--- config.mk ---
export PLATFORM = sky130hd
export DESIGN_NAME = prmt_ctrl
export DESIGN_NICKNAME = d
export VERILOG_FILES = /design/src/rtl/prmt_pkg.sv /design/src/rtl/prmt_ctrl.sv
export SDC_FILE = /design/constraint.sdc
export NUM_CORES = 1
export LEC_CHECK = 0
export BUFFER_PORTS_ARGS = -buffer_cell sky130_fd_sc_hd__clkbuf_2
export CORE_AREA = 8 8 45 47
export CTS_BUF_LIST = sky130_fd_sc_hd__clkbuf_8 sky130_fd_sc_hd__clkbuf_16
export CTS_CLUSTER_SIZE = 20
export DETAILED_ROUTE_END_ITERATION = 12
export DIE_AREA = 0 0 53 55
export MAX_ROUTING_LAYER = met4
export PLACE_DENSITY_LB_ADDON = 0.12
export SYNTH_ARGS = -nofsm -noshare
export SYNTH_HDL_FRONTEND = slang
export SYNTH_SLANG_ARGS = --single-unit
--- constraint.sdc ---
create_clock -name clk_i -period 1.4 [get_ports clk_i]
set_clock_uncertainty 0.2 [all_clocks]
set_input_delay 0.14 -clock clk_i [delete_from_list [all_inputs] [get_ports clk_i]]
set_output_delay 0.14 -clock clk_i [all_outputs]
set_load 0.05 [all_outputs]
--- src/rtl/prmt_pkg.sv ---
// ----------------------------------------------------------------------------
// prmt_pkg
// shared types and codes for the page reverse map table
// ----------------------------------------------------------------------------
package prmt_pkg;

  localparam int unsigned PAGE_W   = 12;
  localparam int unsigned HANDLE_W = 32;
  localparam int unsigned CNT_W    = 7;
  localparam int unsigned STATUS_W = 2;

  localparam logic CMD_ADD    = 1'b0;
  localparam logic CMD_REMOVE = 1'b1;

  typedef enum logic [STATUS_W-1:0] {
    ST_OK        = 2'd0,
    ST_FULL      = 2'd1,
    ST_NOT_FOUND = 2'd2,
    ST_RANGE     = 2'd3
  } status_e;

  // what a slot scan is looking for
  typedef enum logic [1:0] {
    SCAN_FREE  = 2'd0,
    SCAN_MATCH = 2'd1,
    SCAN_USED  = 2'd2
  } scan_mode_e;

  // controller to datapath
  typedef struct packed {
    logic       clr;
    logic       accept;
    logic       rd;
    logic       scan_init;
    logic       scan;
    scan_mode_e mode;
    logic       upd;
    logic       load_out;
    status_e    status;
  } dp_ctl_t;

  // datapath to controller
  typedef struct packed {
    logic clr_last;
    logic page_bad;
    logic is_rm;
    logic hit;
    logic miss;
    logic leaves_one;
    logic out_free;
  } dp_sts_t;

endpackage

--- src/rtl/prmt_ctrl.sv ---
// ----------------------------------------------------------------------------
// prmt_ctrl
// controller: clearing pass, operation sequencing and result hand-off
// ----------------------------------------------------------------------------
module prmt_ctrl (
  input  logic              clk_i,
  input  logic              rst_ni,
  input  logic              s_tvalid_i,
  output logic              s_tready_o,
  input  prmt_pkg::dp_sts_t sts_i,
  output prmt_pkg::dp_ctl_t ctl_o
);

  typedef enum logic [2:0] {
    S_CLEAR,
    S_IDLE,
    S_RD,
    S_LD,
    S_SCAN,
    S_UPD,
    S_GRANT,
    S_FIN
  } state_e;

  state_e            state_q;
  prmt_pkg::status_e status_q;
  logic              accept;

  assign s_tready_o = (state_q == S_IDLE);
  assign accept     = s_tvalid_i && s_tready_o;

  always_ff @(posedge clk_i or negedge rst_ni) begin
    if (!rst_ni) begin
      state_q  <= S_CLEAR;
      status_q <= prmt_pkg::ST_OK;
    end else begin
      case (state_q)
        S_CLEAR: begin
          if (sts_i.clr_last) begin
            state_q <= S_IDLE;
          end
        end
        S_IDLE: begin
          if (accept) begin
            if (sts_i.page_bad) begin
              status_q <= prmt_pkg::ST_RANGE;
              state_q  <= S_FIN;
            end else begin
              status_q <= prmt_pkg::ST_OK;
              state_q  <= S_RD;
            end
          end
        end
        S_RD: state_q <= S_LD;
        S_LD: state_q <= S_SCAN;
        S_SCAN: begin
          if (sts_i.hit) begin
            state_q <= S_UPD;
          end else if (sts_i.miss) begin
            status_q <= sts_i.is_rm ? prmt_pkg::ST_NOT_FOUND : prmt_pkg::ST_FULL;
            state_q  <= S_FIN;
          end
        end
        S_UPD: state_q <= sts_i.leaves_one ? S_GRANT : S_FIN;
        S_GRANT: begin
          if (sts_i.hit || sts_i.miss) begin
            state_q <= S_FIN;
          end
        end
        S_FIN: begin
          if (sts_i.out_free) begin
            state_q <= S_IDLE;
          end
        end
        default: state_q <= S_IDLE;
      endcase
    end
  end

  always_comb begin
    ctl_o           = '0;
    ctl_o.status    = status_q;
    ctl_o.accept    = accept;
    ctl_o.clr       = (state_q == S_CLEAR);
    ctl_o.rd        = (state_q == S_RD);
    ctl_o.scan_init = (state_q == S_LD) || (state_q == S_UPD);
    ctl_o.scan      = (state_q == S_SCAN) || (state_q == S_GRANT);
    ctl_o.upd       = (state_q == S_UPD);
    ctl_o.load_out  = (state_q == S_FIN) && sts_i.out_free;
    if (state_q == S_GRANT) begin
      ctl_o.mode = prmt_pkg::SCAN_USED;
    end else if (sts_i.is_rm) begin
      ctl_o.mode = prmt_pkg::SCAN_MATCH;
    end else begin
      ctl_o.mode = prmt_pkg::SCAN_FREE;
    end
  end

endmodule

==> results.sh, run 1 <==
export IMPL_numCtsBuffers=3
export IMPL_syn_area_um2=389
export IMPL_fp_dieH_um=55
export IMPL_grt_pass1_wl_um=2240
export IMPL_avgSynthCellArea_um2=8.84
export IMPL_grt_start_max_net_pins=9
export IMPL_fin_crit_ns=1.59
export IMPL_path_max_fanout=7
export IMPL_drt_first_iter_violations=7
export IMPL_cts_max_level=1
export IMPL_vias=446
export IMPL_clk_pin_slew_ns=0.04
export IMPL_violations="setup timing"
export IMPL_power_density_mw_per_mm2=2790
export IMPL_yosys_area_top_type="dfrtp_1"
export IMPL_ys_ff_latch=5
export IMPL_synth_common_cells="5 x dfrtp_1, 4 x nor2_1, 3 x and2_1, 3 x inv_1"
export IMPL_final_nets=88
export IMPL_fin_crit_sh_pct=113
export IMPL_clock_latency_ns=0.22
export IMPL_tns_ns=-1.72
export IMPL_drc_errors=0
export IMPL_cts_max_path_buffers=2
export IMPL_maxCapViolCount=0
export IMPL_wirelength_um=1360
export IMPL_hold_viol=0
export IMPL_ir_worst_vdd_mv=1.63
export IMPL_yosysWarnings=0
export IMPL_design_area_um2=952
export IMPL_multi_input_area_um2=348
export IMPL_grt_overflow=0
export IMPL_ys_dominant_reg_cell="dfrtp_1"
export IMPL_crit_type="reg2out"
export IMPL_rsz0062_at_grt="true"
export IMPL_dieArea_mm2=0.00292
export IMPL_fp_row_count=14
export IMPL_max_freq_mhz=630
export IMPL_grtUsageTotal_pct=10.8
export IMPL_synth_area_leaders="dfrtp_1 32%, mux2_4 7.7%, and2_1 4.8%"
export IMPL_antenna_left=0
export IMPL_cts_root_buf="clkbuf_8"
export IMPL_yosys_area_top_type_share_pct=32.2
export IMPL_leakage_nw=0.427
export IMPL_drive_gt1_share_pct=74.0
export IMPL_grt_pass1_vias=472
export IMPL_maxSlewViolCount=0
export IMPL_ys_seq_area_share_pct=32.2
export IMPL_crit_arrival_ns=1.25
export IMPL_gp_congestion=0.731
export IMPL_via_per_inst=4.80
export IMPL_antenna_found_initial=0
export IMPL_drt_first_pass_iters=4
export IMPL_synthCells=44
export IMPL_start_util_pct=28.1
export IMPL_fillCellCount=107
export IMPL_worstPathCellList="buf_6 -> nor2_4 -> and3_4 -> buf_12"
export IMPL_hold_path_class="in2async"
export IMPL_dp_hpwl_um=903
export IMPL_syn_nets=54
export IMPL_slew_limit_headroom_pct=81.6
export IMPL_diodes=0
export IMPL_die_width_um=53
export IMPL_setup_slack_ns=-0.186
export IMPL_io_buffers=21
export IMPL_synth_cell_type_count=26
export IMPL_area_delta_synth_final_pct=145
export IMPL_end_kind="output pin"
export IMPL_worstMarginPinSlew_ns=0.277
export IMPL_required_ns=1.06
export IMPL_finalSetupViolations=13
export IMPL_synth_enable_flop_cells=0
export IMPL_wl_per_cell_um=14.6
export IMPL_core_area_mm2=0.00138
export IMPL_critPathSlowestCell="dfrtp_2"
export IMPL_max_stage_delay_ns=0.42
export IMPL_outcome="finished, violations left"
export IMPL_place_area_um2=732
export IMPL_startpoint_type="register"
export IMPL_yosysMostFrequentCell="dfrtp_1"
export IMPL_clock_sinks=5
export IMPL_io_pins=22
export IMPL_async_flop_share_pct=100
export IMPL_cts_tree="yes"
export IMPL_seq_area_um2=129
## flip-flops by register name (all words and copies together), names as in the netlist
name	count
status_q	2
state_q	3
## cell type report
type | count | share of cell area [%]
clock buffer | 3 | 4.34
tap | 16 | 2.10
timing repair buffer | 33 | 41.9
sequential | 5 | 13.5
inverter | 3 | 1.18
clock inverter | 1 | 0.394
multi-input combinational | 32 | 36.5
## placed cells by master, fill, tap and decap left out
| cell type | netlist | routed |
|---|---|---|
| buf_12 | 0 | 12 |
| clkbuf_2 | 0 | 11 |
| buf_6 | 0 | 5 |
| inv_1 | 3 | 4 |
| nor2_4 | 0 | 3 |
| and2_4 | 0 | 3 |
| mux2_4 | 2 | 3 |
| clkbuf_8 | 0 | 3 |
| buf_4 | 2 | 3 |
| dfrtp_2 | 0 | 3 |
| nor2b_4 | 0 | 2 |
| o21ai_0 | 2 | 2 |
| dfrtp_1 | 5 | 2 |
| nor3b_4 | 0 | 1 |
| nand2_8 | 0 | 1 |
| and3_4 | 0 | 1 |
| xor2_1 | 1 | 1 |
| nand2_2 | 0 | 1 |
| nor3_4 | 0 | 1 |
| mux2i_1 | 1 | 1 |
| nand4bb_4 | 0 | 1 |
| nand3b_1 | 1 | 1 |
| a21oi_4 | 0 | 1 |
| a21o_1 | 1 | 1 |
| a21oi_1 | 2 | 1 |
| nor2_1 | 4 | 1 |
| or3b_1 | 1 | 1 |
| or3_1 | 1 | 1 |
| a21oi_2 | 1 | 1 |
| a31oi_1 | 1 | 1 |
| nor2b_1 | 2 | 1 |
| a311o_1 | 1 | 1 |
| dlygate4sd3_1 | 0 | 1 |
| buf_8 | 0 | 1 |
## layer usage
layer / global-route usage (%) / vias up / wire [um]
met1: 12.7 / 218 / 598
met4: 3.88 / 0 / 0
li1: - / 217 / -
met2: 16.6 / 11 / 708
met3: 3.74 / 0 / 50
met5: - / - / 0
## path summary, 6_finish.rpt
path | startpoint | to | slack (ns) | depth (start not counted)
setup / recovery | state_q[2] | ctl_o[9] | -0.19 | 4
hold / removal | rst_ni | state_q[0] | 0.08 | 2
setup reg to reg | state_q[2] | status_q[1] | -0.18 | 4
hold reg to reg | status_q[0] | status_q[0] | 0.32 | 1
max in group asynchronous | rst_ni | state_q[1] | 0.77 | 2
min in group clk_i | sts_i[1] | state_q[0] | 0.09 | 4
## through the flow
stage                     worst slack, ns  hold slack [ns]  util (%)  total power (W)  instances
after floorplan                    -0.261           -0.356         -          0.00128         44
after global placement            -0.0948           -0.238      52.9          0.00195         82
after detailed placement           -0.141           -0.238      52.9          0.00196         82
after CTS                          -0.184           0.0793      66.0          0.00260         93
after global routing               -0.224           0.0948      68.8          0.00277         93
final                              -0.186           0.0785      68.8          0.00265         93
## power by group
part	switching, W	internal (W)
combinational	0.00103	0.00106
clock	0.0000708	0.000188
sequential	0.0000873	0.000225
total	0.00119	0.00147
## worst max-delay path, delay by kind of cell, from the launching register on
family | cells | cell delay, ns
flip-flops | 1 | 0.42
AND/OR/NAND/NOR | 2 | 0.32
buffers and inverters | 2 | 0.28
## logic make-up after synthesis
logic type	count (synthesis)	share of synthesized area [%]
multiplexers	4	13.2
buffers and inverters	7	9.32
XOR/XNOR	1	2.25
AO/OA/AOI/OAI	8	13.5
AND/OR/NAND/NOR	19	29.6
flip-flops	5	32.2
## what timing repair did
| item | CTS | global route |
|---|---|---|
| hold buffers | 1 | 0 |
| setup buffers | 6 | 2 |
| resized for setup | 16 | 13 |
| endpoints found under the hold margin | 5 | 0 |
| setup endpoints to repair | 13 | 15 |
| pin swaps | 6 | 6 |
| cloned | 1 | 0 |
Note: power is estimated with default switching activity, not from simulation.
==> inputs of run 2 (changes only) <==
--- a/config.mk
+++ b/config.mk
@@ -12,7 +12,8 @@
 export DETAILED_ROUTE_END_ITERATION = 12
 export DIE_AREA = 0 0 53 55
 export MAX_ROUTING_LAYER = met4
-export PLACE_DENSITY_LB_ADDON = 0.12
+export PLACE_DENSITY = 0.61
 export SYNTH_ARGS = -nofsm -noshare
 export SYNTH_HDL_FRONTEND = slang
 export SYNTH_SLANG_ARGS = --single-unit
+export TNS_END_PERCENT = 100
==> run 2 against run 1 <==
The flow still finishes with violations (setup timing). Routed wire length fell by 0.66%. Register-to-register slack got worse by 0.03 ns. Cell count rose by 1.1%. Utilization fell by 3.5 points. Final area fell by 5.1%. Largest cell class unchanged. Largest power group unchanged.
==> results.sh, run 2 (same netlist as run 1, synthesis figures left out) <==
export IMPL_outcome="finished, violations left"
export IMPL_start_util_pct=28.1
export IMPL_io_buffers=21
export IMPL_drt_first_iter_violations=12
export IMPL_drive_gt1_share_pct=70.5
export IMPL_hold_path_class="in2async"
export IMPL_end_kind="register"
export IMPL_setup_slack_ns=-0.212
export IMPL_crit_family="flip-flops"
export IMPL_path_max_fanout=5
export IMPL_via_per_inst=4.65
export IMPL_grt_pass1_vias=465
export IMPL_numCtsBuffers=3
export IMPL_clock_sinks=5
export IMPL_violations="setup timing"
export IMPL_area_delta_synth_final_pct=132
export IMPL_final_cell_mix="11 x clkbuf_2, 10 x buf_12, 7 x buf_6, 5 x buf_4, 4 x inv_1"
export IMPL_max_freq_mhz=620
export IMPL_clock_latency_ns=0.22
export IMPL_ir_worst_vdd_mv=1.60
export IMPL_io_pins=22
export IMPL_maxCapViolCount=0
export IMPL_crit_arrival_ns=1.52
export IMPL_grt_pass1_wl_um=2120
export IMPL_antenna_found_initial=0
export IMPL_fp_row_count=14
export IMPL_grt_start_max_net_pins=9
export IMPL_largest_reg_flops=3
export IMPL_fillCellCount=106
export IMPL_fp_dieH_um=55
export IMPL_cts_max_level=1
export IMPL_wl_per_cell_um=14.3
export IMPL_fin_crit_ns=1.61
export IMPL_wirelength_um=1350
export IMPL_cts_root_buf="clkbuf_8"
export IMPL_dieArea_mm2=0.00292
export IMPL_leakage_nw=0.419
export IMPL_power_density_mw_per_mm2=2770
export IMPL_cp_buffers_inverters=1
export IMPL_mostFrequentLayoutCell="clkbuf_2"
export IMPL_vias=437
export IMPL_cts_tree="yes"
export IMPL_worstMarginPinSlew_ns=0.279
export IMPL_core_area_mm2=0.00138
export IMPL_grt_overflow=0
export IMPL_fin_crit_sh_pct=115
export IMPL_die_width_um=53
export IMPL_grtUsageTotal_pct=10.5
export IMPL_worstPathCellList="buf_6 -> nand3b_1 -> a21oi_4 -> mux2_4"
export IMPL_hold_ws_ns=0.0665
export IMPL_max_stage_delay_ns=0.44
export IMPL_hold_viol=0
export IMPL_gp_congestion=0.745
export IMPL_drc_errors=0
export IMPL_maxSlewViolCount=0
export IMPL_final_nets=89
export IMPL_startpoint_type="register"
export IMPL_dp_hpwl_um=974
export IMPL_slew_limit_headroom_pct=81.5
export IMPL_tns_ns=-1.96
export IMPL_top_regs="state_q: 3 flops, status_q: 2 flops"
export IMPL_max_flop_register="state_q"
export IMPL_finalSetupViolations=14
export IMPL_required_ns=1.30
export IMPL_clk_pin_slew_ns=0.04
export IMPL_crit_type="reg2reg"
export IMPL_diodes=0
export IMPL_critPathSlowestCell="dfrtp_2"
export IMPL_drt_first_pass_iters=4
export IMPL_antenna_left=0
export IMPL_rsz0062_at_grt="true"
export IMPL_cts_max_path_buffers=2
run 2: report_power, final:
part | leakage [nW] | total (W) | internal, W | switching, W
combinational | 0.338 | 0.00189 | 0.000951 | 0.000942
clock | 0.0269 | 0.000267 | 0.000189 | 0.0000782
sequential | 0.0541 | 0.000345 | 0.000224 | 0.000121
total | 0.419 | 0.00251 | 0.00136 | 0.00114
run 2: final timing paths:
check,from,slack [ns],endpoint,cells past startpoint
worst min-delay path,rst_ni,0.07,status_q[1],2
min in group clk_i,sts_i[1],0.09,state_q[0],4
worst max register to register,state_q[2],-0.21,status_q[0],4
worst min register to register,status_q[1],0.31,status_q[1],1
max in group asynchronous,rst_ni,0.78,state_q[1],2
worst max-delay path,state_q[2],-0.21,status_q[0],4
run 2: worst reg2reg max path: stages, from the launching register on:
cell,delay [ns]
dfrtp_2,0.44
buf_6,0.13
nand3b_1,0.20
a21oi_4,0.21
mux2_4,0.32
run 2: final cells by class:
type                    instances  area [um^2]  area share, %
clock buffers                   3         41.3           4.57
clock inverters                 1         3.75          0.416
inverters                       3         11.3           1.25
multi-input cells              32          317           35.0
flip-flops and latches          5          129           14.3
well taps                      16         20.0           2.22
repair buffers                 34          382           42.2
run 2: through the flow:
step	setup WS, ns	std cells	utilization, %	cell area [um^2]	power (W)
global placement	-0.103	84	54.2	749	0.00195
finish	-0.212	94	65.3	903	0.00251
global route	-0.262	94	65.3	903	0.00262
detailed placement	-0.178	84	54.2	749	0.00197
floorplan	-0.261	44	-	447	0.00128
CTS	-0.205	94	64.7	896	0.00250
run 2: what timing repair did:
item	CTS	global route
endpoints found under the hold margin	5	0
pin swaps	8	2
endpoints found under the setup margin	14	14
hold buffers	1	0
buffers inserted	5	0
gates resized for setup	18	1
run 2: layer usage:
layer  GRT usage [%]  wire length, um
met1            10.1              512
met2            16.8              748
met3            4.01               71
met4            7.76               14
met5               -                0
